## src/hw/rtl/pjw_pkg.sv

```systemverilog
`timescale 1ns / 1ps
// Shared types, constants and index tables of the prism Jacobian inverse core.
package pjw_pkg;

   localparam int DATA_W            = 32;
   localparam int SUM_W             = 64;
   localparam int VOL_W             = 31;
   localparam int NODES_DEFAULT     = 6;
   localparam int FRAC_BITS_DEFAULT = 16;
   localparam int ENTRIES           = 9;
   localparam int IDX_W             = 4;
   localparam int QUEUE_DEPTH       = 2;
   localparam int QUEUE_PTR_W       = 1;
   localparam int QUEUE_CNT_W       = 2;
   localparam int DIV_CNT_W         = 6;

   localparam logic [VOL_W-1:0]  VOL_RESET   = 31'd65536;
   localparam logic [IDX_W-1:0]  LAST_ENTRY  = 4'd8;
   localparam logic [IDX_W-1:0]  WEIGHT_STEP = 4'd9;
   localparam logic [IDX_W-1:0]  LAST_COL0   = 4'd2;
   localparam logic signed [63:0] MAX64 = 64'sh7FFF_FFFF_FFFF_FFFF;
   localparam logic signed [63:0] MIN64 = 64'sh8000_0000_0000_0000;
   localparam logic signed [31:0] MAX32 = 32'sh7FFF_FFFF;
   localparam logic signed [31:0] MIN32 = 32'sh8000_0000;

   // One node as it travels from the front to the back.
   typedef struct packed {
      logic signed [DATA_W-1:0] coord_x;
      logic signed [DATA_W-1:0] coord_y;
      logic signed [DATA_W-1:0] coord_z;
      logic signed [DATA_W-1:0] grad_xi;
      logic signed [DATA_W-1:0] grad_eta;
      logic signed [DATA_W-1:0] grad_zeta;
      logic signed [DATA_W-1:0] point_weight;
      logic                     last;
   } node_type;

   // Queue occupancy seen by both sides.
   typedef struct packed {
      logic full;
      logic empty;
   } q_status_type;

   // Request to the shared divider.
   typedef struct packed {
      logic              start;
      logic              negate;
      logic [63:0]       dividend;
      logic [31:0]       divisor;
   } div_req_type;

   // Four Jacobian entries whose products form one cofactor.
   typedef struct packed {
      logic [IDX_W-1:0] a;
      logic [IDX_W-1:0] b;
      logic [IDX_W-1:0] c;
      logic [IDX_W-1:0] d;
   } cof_ix_type;

   // Cofactor k (row-major) is J[a]*J[b] - J[c]*J[d].
   function automatic cof_ix_type cof_index(input logic [IDX_W-1:0] k);
      cof_ix_type r;
      r = '0;
      unique case (k)
         4'd0: r = '{4'd4, 4'd8, 4'd5, 4'd7};
         4'd1: r = '{4'd5, 4'd6, 4'd3, 4'd8};
         4'd2: r = '{4'd3, 4'd7, 4'd4, 4'd6};
         4'd3: r = '{4'd7, 4'd2, 4'd8, 4'd1};
         4'd4: r = '{4'd8, 4'd0, 4'd6, 4'd2};
         4'd5: r = '{4'd6, 4'd1, 4'd7, 4'd0};
         4'd6: r = '{4'd1, 4'd5, 4'd2, 4'd4};
         4'd7: r = '{4'd2, 4'd3, 4'd0, 4'd5};
         4'd8: r = '{4'd0, 4'd4, 4'd1, 4'd3};
         default: r = '0;
      endcase
      return r;
   endfunction

   // Inverse entry k takes the cofactor at the transposed place.
   function automatic logic [IDX_W-1:0] transpose_index(input logic [IDX_W-1:0] k);
      logic [IDX_W-1:0] r;
      r = '0;
      unique case (k)
         4'd0: r = 4'd0;
         4'd1: r = 4'd3;
         4'd2: r = 4'd6;
         4'd3: r = 4'd1;
         4'd4: r = 4'd4;
         4'd5: r = 4'd7;
         4'd6: r = 4'd2;
         4'd7: r = 4'd5;
         4'd8: r = 4'd8;
         default: r = '0;
      endcase
      return r;
   endfunction

endpackage

```

## src/hw/rtl/pjw_front.sv

```systemverilog
`timescale 1ns / 1ps
// Front end: takes node beats, tags the last node of a point, feeds the queue.
module pjw_front import pjw_pkg::*; #(
   parameter int NODES_PER_ELEMENT = NODES_DEFAULT
) (
   input  logic                     clock,
   input  logic                     reset,
   input  logic                     req_valid,
   output logic                     req_stall,
   input  logic signed [DATA_W-1:0] req_coord_x,
   input  logic signed [DATA_W-1:0] req_coord_y,
   input  logic signed [DATA_W-1:0] req_coord_z,
   input  logic signed [DATA_W-1:0] req_grad_xi,
   input  logic signed [DATA_W-1:0] req_grad_eta,
   input  logic signed [DATA_W-1:0] req_grad_zeta,
   input  logic signed [DATA_W-1:0] req_point_weight,
   input  q_status_type             q_status,
   output logic                     push,
   output node_type                 push_data
);

   localparam int CNT_W = $clog2(NODES_PER_ELEMENT);
   localparam logic [CNT_W-1:0] LAST_NODE = CNT_W'(NODES_PER_ELEMENT - 1);

   logic [CNT_W-1:0] node_cnt_ff, node_cnt_in;
   logic             is_last;

   assign req_stall = q_status.full;
   assign push      = req_valid && !q_status.full;
   assign is_last   = (node_cnt_ff == LAST_NODE);

   // Node counter wraps after the last node of a point.
   always_comb begin
      node_cnt_in = node_cnt_ff;
      if (push) begin
         node_cnt_in = is_last ? '0 : node_cnt_ff + 1'b1;
      end
   end

   always_ff @(posedge clock) begin
      if (reset) begin
         node_cnt_ff <= '0;
      end else begin
         node_cnt_ff <= node_cnt_in;
      end
   end

   assign push_data = '{req_coord_x, req_coord_y, req_coord_z, req_grad_xi,
                        req_grad_eta, req_grad_zeta, req_point_weight, is_last};

endmodule

```

## config.mk

```make
export PLATFORM = sky130hd
export DESIGN_NAME = pjw_front
export DESIGN_NICKNAME = d
export VERILOG_FILES = /design/src/hw/rtl/pjw_pkg.sv /design/src/hw/rtl/pjw_front.sv
export SDC_FILE = /design/constraint.sdc
export NUM_CORES = 1
export LEC_CHECK = 0
export ABC_AREA = 1
export BUFFER_PORTS_ARGS = -buffer_cell sky130_fd_sc_hd__buf_4
export CAP_MARGIN = 20
export CORE_AREA = 8 8 170 172
export CTS_CLUSTER_SIZE = 14
export DETAILED_ROUTE_END_ITERATION = 8
export DIE_AREA = 0 0 178 180
export GPL_TIMING_DRIVEN = 0
export PLACE_DENSITY = 0.46
export SETUP_SLACK_MARGIN = 0.05
export SLEW_MARGIN = 20
export SYNTH_ARGS = -nofsm -noshare
export SYNTH_HDL_FRONTEND = slang
export SYNTH_SLANG_ARGS = --single-unit
```

## constraint.sdc

```tcl
create_clock -name clock -period 0.82 [get_ports clock]
set_input_delay 0.041 -clock clock [delete_from_list [all_inputs] [get_ports clock]]
set_output_delay 0.041 -clock clock [all_outputs]
set_load 0.03 [all_outputs]
```

# Word-level counts from Yosys, hierarchy flattened
# Cells that the tools add are included.
# word_totals
register_bits	3
latchBits	0
ram_bits	0
romBits	0
in_bits	229
elab_cells	6
mem_count	0
# classes
n_addsub	1
multipliers	0
div	0
order_cmp	0
n_eq_ne	1
shifts	0
n_mux	1
bitwise_logic	0
reduce_logical	2
# ops
cell	count
$add 3x1->3 const B	1
$eq 3x3->1 const B	1
$mux 3	1
$logic_and 1x1->1	1
$logic_not 1->1	1

# Logic depth before layout (Yosys ltp)
# depth
word_depth	2
ltp_mapped	6

# Worst setup path after synthesis
# Ideal clock, no wire load.
# synth_timing
path_type	reg-to-reg
from	register node_cnt_ff[0]
to	register node_cnt_ff[1]
arrival_time_ns	0.623
setup_slack_ns	0.080
path_stages_with_launch	4
period_less_slack_ns	0.740
path_cell_list	dfxtp_1 -> nand2_1 -> o21ai_0 -> nor2_1
# synth_between
elab_chain_len	2
# synth_rtl
item	line	text
start, declared	pjw_front.sv:25	logic [CNT_W-1:0] node_cnt_ff, node_cnt_in;
start signal, assigned	pjw_front.sv:44	node_cnt_ff <= node_cnt_in;
$add 3x1->3 or $eq 3x3->1 (tied branches)	pjw_front.sv:36, pjw_front.sv:30	
$mux 3 (*)	pjw_front.sv:36	node_cnt_in = is_last ? '0 : node_cnt_ff + 1'b1;
# Every way passes the cells marked *; elsewhere a longest branch is shown, timed or not.
# A chain may end at the register's enable or synchronous reset.

# Final worst setup path
# layout_timing
from	register node_cnt_ff[0]
to	output push_data[0] in the netlist's numbering
# layout_between
elab_chain_len	1
# layout_rtl
item	line	text
$eq 3x3->1	pjw_front.sv:30	assign is_last = (node_cnt_ff == LAST_NODE);
end, declared	pjw_front.sv:19	output node_type push_data
# Every way passes these cells.

==> flow_results.org <==
** Outcome
- Run status :: finished, violations left
- The checks that failed: setup timing.

** Timing
- Setup repair after global routing could not meet its margin everywhere.
- Slew of the pin with the lowest slew margin :: 148 ps
- Max transition margin :: 90.1%
- For the finished layout, the period the worst path requires is 968 ps.
- The tightest hold path in the finished design has a slack of 81.2 ps.
- The final number of hold-violating endpoints came to 0.
- Final Setup Violations :: 3
- Final critical-path share of the clock period :: 118%
- Once routing completed, OpenROAD measured the worst setup slack at -148 ps.
- Static timing analysis puts the maximum clock frequency at 1030 MHz.
- Clock skew on the completed layout was measured at 2.43 ps.
- The number of pins with negative max-slew slack in the final report was 0.

** Logic synthesis
- The synthesized netlist contains 7 unique library cells.
- During synthesis, Yosys emitted a total of 0 warnings.
- Yosys attributes the largest share of cell area to sky130_fd_sc_hd__buf_4 92%, sky130_fd_sc_hd__dfxtp_1 3.3%, sky130_fd_sc_hd__nor2_1 1.8%, sky130_fd_sc_hd__nand2_1 1.0%, sky130_fd_sc_hd__inv_1 0.82%.
- The biggest area contributor in the post-synthesis netlist is sky130_fd_sc_hd__buf_4.
- Share of Yosys cell area claimed by the top area cell type :: 92.2%
- For this run, the register share of the synthesized area comes to 3.26%.
- Post-synthesis cell count :: 250
- Dividing the synthesized area by the synthesized cell count gives 7.36 um^2.
- Counting every net in the synthesized netlist gives 479.
- FF+latch count, synth :: 3
- Post-Synthesis Cell Area :: 1840 um^2

** CTS
- CTS placed an instance of sky130_fd_sc_hd__clkbuf_16 at the clock tree root.
- The number of clock buffers added by TritonCTS is 3.
- TritonCTS built the clock tree.
- At the later pin of the worst-skew pair, clock insertion delay measures 220 ps.
- Level count of the clock H-tree :: 1
- Sinks on Clock Net :: 3
- Hold-fix buffers, CTS :: 0
- Clock buffer depth :: 2
- Post-CTS clock slew at the launch and capture registers of the worst setup and hold paths :: 30 ps

** Finish
- Leaving out fill and tap cells, the most frequent cell in the layout is sky130_fd_sc_hd__buf_4.
- Area occupied by multi-input gates :: 76.3 um^2
- Across the whole layout, storage elements account for 62.6 um^2.
- Post-layout instance count excluding filler cells :: 827
- Of the cells placed in the final design, the portion with a size suffix greater than 1 is 96.1%.
- Fill cells :: 2983
- P&R area growth vs syn :: 123%
- Number of flip-flops under the largest register name :: 3
- The register with the most flip-flops in the final layout is node_cnt_ff.
- For this run, the share of the core covered by cells in the final layout is 15.6%.
- The repair_antennas step left the layout with diodes totalling 0.
- In the final layout, the registers with the most flip-flops are node_cnt_ff (3).
- In the layout the commonest cells are 456 x sky130_fd_sc_hd__buf_4, 8 x sky130_fd_sc_hd__nor2_1, 4 x sky130_fd_sc_hd__inv_1.
- Layout net count :: 716
- Finished layout cell area :: 4110 um^2

** Power and ir drop
- In this run, flip-flops and latches consume 3.9% of the power.
- Part of the power in the clock network :: 19.3%
- Sw power :: 1.80 mW
- Relative contribution of combinational cells to total power :: 76.8%
- The internal portion of the total power is 2.20 mW.
- Net Sw Frac :: 45.0%
- Cell leakage power :: 2.31 nW
- Power spread over the standard cell area amounts to 976 nW/um^2.
- Across the VDD grid, the largest voltage drop is 0.000455 V.

** Critical path
- Data on the critical path is required at its endpoint by 780 ps.
- STA classifies the critical path endpoint as an output port.
- Worst path arrival time :: 930 ps
- Largest fanout on the critical path :: 2
- Startpoint type of the worst setup path :: flip-flop
- Type of the worst setup path :: flip-flop to output port

** Floorplan
- Die ar. :: 32000 um^2
- Initial core utilization :: 6.98%
- X dimension of the die :: 178 um
- Die Span Y :: 180 um
- Number of standard-cell rows in the floorplan :: 60
- Floorplan Core Area :: 26400 um^2
- Ports placed on the boundary :: 456

** Flow run
- Across the run, the number of max-cap violations was 0.

** Routing
- For this run, design rule violations remaining after detail routing come to 0.
- Iteration-0 DRC Markers :: 20
- In the routed layout, each cell is associated on average with a via count of 2.55.
- After detailed routing, no signal wire sits above met4.
- After detailed routing, the met2 layer carries 6.13 mm of wire.
- Met3 wire length :: 1.83 mm
- Total wire length :: 11.7 mm
- In the final routed layout, each cell accounts on average for 14.1 um.
- The first detailed-routing pass ran for 4 iterations.
- Detail Route Antenna Nets :: 0
- The routed layout has 2112 vias.
- For this block, wires on met1 add up to 3.69 mm.

** Place
- The congestion estimate from routability-driven global placement came to 0.798.
- Placed Cells incl. Taps :: 821
- Instance area at placement :: 3990 um^2
- Before CTS, the worst setup slack after placement is -45.5 ps.
- Count of input and output buffers :: 230

** Global routing
- Global-route wire length before repair :: 14.9 mm
- Antenna violations before repair :: 0
- Global routing finished with a remaining overflow of 0.
- The number of global-route vias before repair came to 2373.
- Entering global routing, the biggest net connects 6 pins.
- Across every metal layer, demand over resource in global routing totals 6.06%.

** Worst hold path
- The worst hold path belongs to the class input pin to flip-flop.
==> worst max-delay path, stage by stage, from the launching register on <==
cell	delay, ps
sky130_fd_sc_hd__dfxtp_2	330
sky130_fd_sc_hd__nand2_2	60
sky130_fd_sc_hd__nor2_2	80
sky130_fd_sc_hd__buf_4	110
sky130_fd_sc_hd__buf_6	120
==> logic make-up (layout without fill, tap and decap cells) <==
| group | Yosys count | after routing | synth area share, % |
|---|---|---|---|
| AND/OR/NAND/NOR | 15 | 15 | 3.20 |
| buffers and inverters | 230 | 466 | 93.0 |
| flip-flops | 3 | 3 | 3.26 |
| AO/OA/AOI/OAI | 2 | 2 | 0.544 |
==> synthesized netlist by cell type <==
master / instances
sky130_fd_sc_hd__nand2_2: 1
sky130_fd_sc_hd__nor2_1: 9
sky130_fd_sc_hd__o21ai_0: 2
sky130_fd_sc_hd__inv_1: 4
sky130_fd_sc_hd__nand2_1: 5
sky130_fd_sc_hd__buf_4: 226
sky130_fd_sc_hd__dfxtp_1: 3
==> metrics by stage <==
step                TNS [ps]  power, mW
detailed placement     -45.5       3.26
floorplan                  0       2.24
global route            -522       4.16
CTS                     -175       4.05
finish                  -332       4.01
global placement       -72.6       3.26
==> cell type report <==
| cell class | count | area share [%] |
|---|---|---|
| Timing Repair Buffer | 232 | 42.6 |
| Buffer | 226 | 41.3 |
| Clock buffer | 4 | 1.92 |
| Sequential cell | 3 | 1.52 |
| Multi-Input combinational cell | 17 | 1.86 |
| Inverter | 4 | 0.366 |
| Tap cell | 341 | 10.4 |
==> power by group through the flow <==
stage               Sequential (mW)  Clock (mW)  Combinational (mW)
floorplan                     0.159           0                2.08
global placement              0.160           0                3.10
detailed placement            0.160           0                3.10
CTS                           0.158       0.787                3.11
global route                  0.158       0.812                3.19
finish                        0.158       0.774                3.08
==> what timing repair did <==
action,CTS,global route
setup buffers,1,1
gates resized for setup,5,3
pin swaps,1,4
setup endpoints to repair,3,3
==> final timing paths <==
path	slack (ps)	end	start	cells past startpoint
max	-150	push_data[0]	node_cnt_ff[0]	4
min	80	node_cnt_ff[0]	reset	4
max reg2reg	-110	node_cnt_ff[2]	node_cnt_ff[0]	6
min reg2reg	490	node_cnt_ff[1]	node_cnt_ff[1]	2
==> per-layer routing <==
layer	vias to the layer above	track usage, %
met2	235	11.6
met4	0	0.500
met3	2	3.27
met1	881	5.74
li1	994	-
met5	-	0
No activity file was read; power rests on OpenSTA's default activity.
