`config.mk`:
```
export PLATFORM = sky130hd
export DESIGN_NAME = pjw_queue
export DESIGN_NICKNAME = d
export VERILOG_FILES = /design/src/hw/rtl/pjw_pkg.sv /design/src/hw/rtl/pjw_queue.sv
export SDC_FILE = /design/constraint.sdc
export NUM_CORES = 1
export LEC_CHECK = 0
export ABC_CLOCK_PERIOD_IN_PS = 33100
export BUFFER_PORTS_ARGS = -buffer_cell sky130_fd_sc_hd__buf_4
export CAP_MARGIN = 20
export CORE_AREA = 2 2 135 236
export CTS_CLUSTER_DIAMETER = 120
export DETAILED_ROUTE_END_ITERATION = 10
export DIE_AREA = 0 0 137 238
export PLACE_DENSITY = 0.84
export SYNTH_ARGS = -nofsm -noshare
export SYNTH_HDL_FRONTEND = slang
export SYNTH_SLANG_ARGS = --single-unit
```
`constraint.sdc`:
```
create_clock -name clock -period 33.1 [get_ports clock]
set_input_delay 6.62 -clock clock [delete_from_list [all_inputs] [get_ports clock]]
set_output_delay 6.62 -clock clock [all_outputs]
set_load 0.02 [all_outputs]
```
`src/hw/rtl/pjw_pkg.sv`:
```
`timescale 1ns / 1ps
// Shared types, constants and index tables of the prism Jacobian inverse core.
package pjw_pkg;

   localparam int DATA_W            = 32;
   localparam int SUM_W             = 64;
   localparam int VOL_W             = 31;
   localparam int NODES_DEFAULT     = 6;
   localparam int FRAC_BITS_DEFAULT = 16;
   localparam int ENTRIES           = 9;
   localparam int IDX_W             = 4;
   localparam int QUEUE_DEPTH       = 2;
   localparam int QUEUE_PTR_W       = 1;
   localparam int QUEUE_CNT_W       = 2;
   localparam int DIV_CNT_W         = 6;

   localparam logic [VOL_W-1:0]  VOL_RESET   = 31'd65536;
   localparam logic [IDX_W-1:0]  LAST_ENTRY  = 4'd8;
   localparam logic [IDX_W-1:0]  WEIGHT_STEP = 4'd9;
   localparam logic [IDX_W-1:0]  LAST_COL0   = 4'd2;
   localparam logic signed [63:0] MAX64 = 64'sh7FFF_FFFF_FFFF_FFFF;
   localparam logic signed [63:0] MIN64 = 64'sh8000_0000_0000_0000;
   localparam logic signed [31:0] MAX32 = 32'sh7FFF_FFFF;
   localparam logic signed [31:0] MIN32 = 32'sh8000_0000;

   // One node as it travels from the front to the back.
   typedef struct packed {
      logic signed [DATA_W-1:0] coord_x;
      logic signed [DATA_W-1:0] coord_y;
      logic signed [DATA_W-1:0] coord_z;
      logic signed [DATA_W-1:0] grad_xi;
      logic signed [DATA_W-1:0] grad_eta;
      logic signed [DATA_W-1:0] grad_zeta;
      logic signed [DATA_W-1:0] point_weight;
      logic                     last;
   } node_type;

   // Queue occupancy seen by both sides.
   typedef struct packed {
      logic full;
      logic empty;
   } q_status_type;

   // Request to the shared divider.
   typedef struct packed {
      logic              start;
      logic              negate;
      logic [63:0]       dividend;
      logic [31:0]       divisor;
   } div_req_type;

   // Four Jacobian entries whose products form one cofactor.
   typedef struct packed {
      logic [IDX_W-1:0] a;
      logic [IDX_W-1:0] b;
      logic [IDX_W-1:0] c;
      logic [IDX_W-1:0] d;
   } cof_ix_type;

   // Cofactor k (row-major) is J[a]*J[b] - J[c]*J[d].
   function automatic cof_ix_type cof_index(input logic [IDX_W-1:0] k);
      cof_ix_type r;
      r = '0;
      unique case (k)
         4'd0: r = '{4'd4, 4'd8, 4'd5, 4'd7};
         4'd1: r = '{4'd5, 4'd6, 4'd3, 4'd8};
         4'd2: r = '{4'd3, 4'd7, 4'd4, 4'd6};
         4'd3: r = '{4'd7, 4'd2, 4'd8, 4'd1};
         4'd4: r = '{4'd8, 4'd0, 4'd6, 4'd2};
         4'd5: r = '{4'd6, 4'd1, 4'd7, 4'd0};
         4'd6: r = '{4'd1, 4'd5, 4'd2, 4'd4};
         4'd7: r = '{4'd2, 4'd3, 4'd0, 4'd5};
         4'd8: r = '{4'd0, 4'd4, 4'd1, 4'd3};
         default: r = '0;
      endcase
      return r;
   endfunction

   // Inverse entry k takes the cofactor at the transposed place.
   function automatic logic [IDX_W-1:0] transpose_index(input logic [IDX_W-1:0] k);
      logic [IDX_W-1:0] r;
      r = '0;
      unique case (k)
         4'd0: r = 4'd0;
         4'd1: r = 4'd3;
         4'd2: r = 4'd6;
         4'd3: r = 4'd1;
         4'd4: r = 4'd4;
         4'd5: r = 4'd7;
         4'd6: r = 4'd2;
         4'd7: r = 4'd5;
         4'd8: r = 4'd8;
         default: r = '0;
      endcase
      return r;
   endfunction

endpackage

```
`src/hw/rtl/pjw_queue.sv`:
```
`timescale 1ns / 1ps
// Two-entry node queue between the front and the back.
module pjw_queue import pjw_pkg::*; (
   input  logic         clock,
   input  logic         reset,
   input  logic         push,
   input  node_type     push_data,
   input  logic         pop,
   output node_type     pop_data,
   output q_status_type status
);

   node_type                 mem_ff [QUEUE_DEPTH];
   logic [QUEUE_PTR_W-1:0]   wr_ptr_ff, wr_ptr_in;
   logic [QUEUE_PTR_W-1:0]   rd_ptr_ff, rd_ptr_in;
   logic [QUEUE_CNT_W-1:0]   count_ff, count_in;

   // Pointer and fill count update.
   always_comb begin
      wr_ptr_in = push ? wr_ptr_ff + 1'b1 : wr_ptr_ff;
      rd_ptr_in = pop ? rd_ptr_ff + 1'b1 : rd_ptr_ff;
      count_in  = count_ff;
      if (push && !pop) begin
         count_in = count_ff + 1'b1;
      end else if (pop && !push) begin
         count_in = count_ff - 1'b1;
      end
   end

   always_ff @(posedge clock) begin
      if (reset) begin
         wr_ptr_ff <= '0;
         rd_ptr_ff <= '0;
         count_ff  <= '0;
      end else begin
         wr_ptr_ff <= wr_ptr_in;
         rd_ptr_ff <= rd_ptr_in;
         count_ff  <= count_in;
      end
   end

   // Storage needs no reset.
   always_ff @(posedge clock) begin
      if (push) begin
         mem_ff[wr_ptr_ff] <= push_data;
      end
   end

   assign pop_data     = mem_ff[rd_ptr_ff];
   assign status.full  = (count_ff == QUEUE_CNT_W'(QUEUE_DEPTH));
   assign status.empty = (count_ff == '0);

endmodule

```
**After elaboration in Yosys (flattened, before gate mapping)**

Memory sizes are Yosys's and may differ from the RTL's. A register that Yosys moved wholly into a read port is not among the register bits.
Index checks and enable logic that the tools add are counted.
W data, S select, Z words.

- Div/mod/pow operators: 0
- Add/subtract/negate cells: 4
- Equality and inequality tests: 1
- Mux-type cells: 6
- Bitwise operators: 0
- Reductions and logical operators: 6
- $lt $le $gt $ge: 0
- Shift-type cells: 0
- Multiply operators: 0

Operators by type and width:

| kind | number |
|---|---|
| $mux W1 | 4 |
| $mux W2 | 2 |
| $add A1 B1 Y1 const B | 2 |
| $add A2 B1 Y2 const B | 1 |
| $eq A2 B2 Y1 const B | 1 |
| $logic_and A1 B1 Y1 | 2 |
| $logic_not A1 Y1 | 2 |
| $logic_not A2 Y1 | 1 |
| $reduce_bool A2 Y1 | 1 |
| $sub A2 B1 Y2 const B | 1 |

- Flip-flop bits (word level): 4
- Logic and storage cells: 21
- ROM bits: 0
- Output and inout port bits: 227
- Memories: 1
- Input bits: 229
- Bits in writable memories: 450
- Latch bits: 0

Memory list:

| memory | words | bits a word | read ports | clocked after memory_dff | wr ports | line | source |
|---|---|---|---|---|---|---|---|
| mem_ff | 2 | 225 | 1 | 1 | 1 | pjw_queue.sv:13 | `node_type mem_ff [QUEUE_DEPTH];` |

**Longest topological paths before layout**

- Depth in word-level cells: 4
- Depth in mapped cells: 5
- Gate-level depth less buffers: 5

**Worst setup path before layout**

OpenSTA, ideal clock, no wires.

- Path type: input port to flip-flop
- Start point: input port push
- End point: memory mem_ff[0][0] (netlist bit) (enable)
- Path buffers: 0
- Stages: 1
- Slack: 15,947 ps
- Arrival: 16,311 ps
- Cells stage by stage: nor2b_1

- Cells in the longest elaborated chain, start to end: 2

RTL lines:

| what | line | source |
|---|---|---|
| start: declaration | pjw_queue.sv:6 | `input logic push,` |
| $mux W1 | pjw_queue.sv:44 | `if (push) begin` |
| $mux W1 (not written as such) | pjw_queue.sv:45 | `mem_ff[wr_ptr_ff] <= push_data;` |
| end: declaration | pjw_queue.sv:13 |  |

Every way passes these cells.

==> impl_metrics.py <==
metrics = {
    "worst_setup_path": {
        "critical_path.top_delay_family": "buffers and inverters",
        "worstPathCellList": "buf_4 > buf_4 > mux2_4 > buf_4",
        "cp_slowest_stage_delay_ns": 0.97,
        "cpMostUsedCell": "sky130_fd_sc_hd__buf_4",
        "timing_worst_setup_path_type": "reg -> out",
        "worstPathArrival_ns": 4.02,
        "cp-start-kind": "flip-flop",
        "timing.critical_path.slowest_stage_cell": "sky130_fd_sc_hd__buf_4",
        "critical_path_buf_inv_count": 3,
        "end_kind": "primary output",
        "critical_path_required_ns": 26.48,
        "worst-path-max-fanout": 67,
    },
    "clock_tree": {
        "cts_root_buf": "sky130_fd_sc_hd__clkbuf_16",
        "ctsLongestPathBuffers": 3,
        "ctsResizeCount": 0,
        "postCtsHoldBufs": 0,
        "cts_setup_buffers": 0,
        "worstSkewPairLatency_ns": 0.53,
        "cts.clk_slew.worst_paths_ns": 0.06,
        "cts_made_buffers": 40,
        "tritoncts": "yes",
        "cts.htree.levels": 2,
        "cts_sinks": 455,
    },
    "die": {
        "die_w_um": 137,
        "cell_row_count": 85,
        "dieArea_um2": 32600,
        "floorplan.core_area_um2": 30600,
        "ios": 456,
        "die_height_um": 238,
        "initial_core_util_pct": 55.7,
    },
    "sta": {
        "setup-tns-final_ns": 0,
        "report.final.hold_viol_count": 0,
        "post-route-period-util_pct": 32.2,
        "grt_setup_unrepaired": "false",
        "timing.final.ws_setup_ns": 22.46,
        "slew_headroom_pct": 21.0,
        "worst_pin_slew_ns": 1.19,
        "timing.fmax_mhz": 93.9,
        "finalSetupViolations": 0,
        "clock-skew-final_ns": 0.00753,
        "timing_max_transition_violations_final": 0,
        "fin_crit_ns": 10.64,
    },
    "yosys": {
        "synthSimpleGateAreaFrac_pct": 0.257,
        "ys_async_sr_fraction_pct": 0,
        "mappedNetlistNets": 952,
        "synthMuxAreaShare_pct": 18.2,
        "synth_compound_area_share_pct": 0.0587,
        "leading_register_cell_type_out_of_synthesis": "sky130_fd_sc_hd__edfxtp_1",
        "yosysWarnings": 0,
        "postSynthRegisterBits": 455,
        "largest_family_of_logic_cells_by_synthesized_area": "multiplexers",
        "cells_after_synthesis": 722,
        "synth.distinct_cells": 16,
        "synth_enable_flop_cells": 450,
        "synth_xor_area_share_pct": 0.205,
        "syn_area_um2": 17100,
        "synth_area_per_cell_um2": 23.6,
        "yosys.area_share.adder_pct": 0.0734,
        "yosysSeqAreaShare_pct": 79.8,
    },
    "global_routing": {
        "globalRoute.busiestLayer": "met2",
        "pin_count_of_the_biggest_net_entering_global_routing": 172,
        "antenna_found_initial": 11,
        "first_global_vias": 9296,
        "grt_use_total_pct": 22.5,
        "use_met3_pct": 6.56,
        "globalRouteMet2Util_pct": 40.9,
        "grt_pass1_wl_mm": 53.7,
        "grt-ovfl-total": 0,
        "grt.met1_usage_pct": 22.3,
    },
    "routing": {
        "drt_first_iter_violations": 496,
        "drt_wl_total_mm": 37.7,
        "detail-route-antenna-nets": 0,
        "wl_per_cell_um": 23.2,
        "vias_per_cell": 5.31,
        "post-route-drc-count": 0,
        "dr.pass1.iters": 4,
        "total_vias_in_the_final_route": 8646,
    },
    "pwr": {
        "pwr_density_cell_nw_per_um2": 61.7,
        "ir_drop_mv": 0.0563,
        "power.leakage_nw": 8.60,
    },
    "flow_run": {
        "max_cap_viol_count": 0,
    },
    "cells_and_area": {
        "area.growth.synth_to_final_pct": 30.1,
        "post_route_cells_drive_above_1_share_pct": 60.6,
        "layout.core_utilization_pct": 72.4,
        "multi_input_comb_area_um2": 3210,
        "fin_area_um2": 22200,
        "layout.nets": 1430,
        "layout.area.seq_um2": 13600,
        "fillers": 1801,
    },
    "placed_design": {
        "placement.cell_area_um2": 20800,
        "port_buffers": 455,
        "place_worst_setup_slack_ns": 23.02,
        "gpl.final_weighted_congestion": 0.868,
        "dp.final_hpwl_mm": 25.6,
    },
    "hold_path": {
        "path_category_of_the_worst_min_delay_check": "reg -> reg",
    },
    "run_status": {
        "status": "complete, no violations",
    },
}
## flip-flops by register name (all words and copies together), names as in the netlist, named ones only
signal / cells
count_ff: 2
wr_ptr_ff: 1
mem_ff: 450
rd_ptr_ff: 1
## tightest hold or removal path, delay by kind of cell, from the launching register on
kind           cells  cell delay [ns]
flip-flops         1             0.33
AO/OA/AOI/OAI      2             0.14
## worst paths after layout
check              startpoint  slack, ns            end  cells after the start
setup / recovery    flip-flop      22.46  pop_data[199]                      4
hold / removal    count_ff[1]       0.51    count_ff[1]                      2
setup reg to reg    wr_ptr_ff      30.62   mem_ff[1][7]                      2
hold reg to reg   count_ff[1]       0.51    count_ff[1]                      2
## placed cells by master, fill, tap and decap left out
cell type                    synthesis  final
sky130_fd_sc_hd__buf_4               0    459
sky130_fd_sc_hd__edfxtp_1          450    450
sky130_fd_sc_hd__mux2_4            150    150
sky130_fd_sc_hd__mux2_2             75     75
sky130_fd_sc_hd__clkbuf_16           0     41
sky130_fd_sc_hd__diode_2             0      9
sky130_fd_sc_hd__clkbuf_1            0      9
sky130_fd_sc_hd__bufinv_16           0      8
sky130_fd_sc_hd__clkinv_1            0      6
sky130_fd_sc_hd__nor2_1              5      5
sky130_fd_sc_hd__dfxtp_1             5      4
sky130_fd_sc_hd__clkinv_2            0      3
sky130_fd_sc_hd__xor2_1              2      2
sky130_fd_sc_hd__xnor2_1             2      2
sky130_fd_sc_hd__clkinvlp_4          0      2
sky130_fd_sc_hd__buf_12              0      2
sky130_fd_sc_hd__and2_4              0      1
sky130_fd_sc_hd__inv_1               1      1
sky130_fd_sc_hd__nor2b_1             2      1
sky130_fd_sc_hd__nor2b_4             0      1
sky130_fd_sc_hd__o21ai_0             1      1
sky130_fd_sc_hd__or3_1               1      1
sky130_fd_sc_hd__a21oi_1             1      1
sky130_fd_sc_hd__ha_1                1      1
sky130_fd_sc_hd__dfxtp_4             0      1
sky130_fd_sc_hd__inv_6               0      1
## per-layer routing
| metal | part of all wire [%] | routed length, um |
|---|---|---|
| met1 | 31 | 11800 |
| met2 | 55 | 20800 |
| met3 | 7.6 | 2890 |
| met4 | 5.6 | 2120 |
| met5 | 0.072 | 27 |
## where the power goes
part | leakage [nW] | internal [W] | switching [W]
combinational | 3.68 | 0.0000989 | 0.000102
clock | 0.655 | 0.000290 | 0.000192
sequential | 4.27 | 0.000674 | 0.0000129
## logic make-up after synthesis
group           Yosys count
fa+ha+maj                 1
flops                   455
xor+xnor                  4
mux                     225
buf+inv                  26
simple gates              9
compound gates            2
## final cells by class
cell class                 instances  share of cell area, %
antenna                            9                  0.102
clock buffer                      50                   4.78
clock inverter                    20                   1.36
inverter                           1                 0.0169
multi-input combinational        241                   14.5
sequential                       455                   61.4
tap                              391                   2.20
timing repair buffer             461                   15.7
## stage by stage
step	instances	power, W	hold WS (ns)
finish	1628	0.00137	0.514
global route	1626	0.00141	0.549
CTS	1619	0.00138	0.512
detailed placement	1549	0.000900	0.502
global placement	1549	0.000894	0.480
floorplan	722	0.000821	0.461
## Yosys cell counts, types with 2 or more instances
master	instances	area, um^2
sky130_fd_sc_hd__buf_2	7	35.0
sky130_fd_sc_hd__buf_6	18	203
sky130_fd_sc_hd__dfxtp_1	5	100
sky130_fd_sc_hd__edfxtp_1	450	13500
sky130_fd_sc_hd__mux2_2	75	845
sky130_fd_sc_hd__mux2_4	150	2250
sky130_fd_sc_hd__nor2_1	5	18.8
sky130_fd_sc_hd__nor2b_1	2	12.5
sky130_fd_sc_hd__xnor2_1	2	17.5
sky130_fd_sc_hd__xor2_1	2	17.5
No activity file was read; power rests on OpenSTA's default activity.
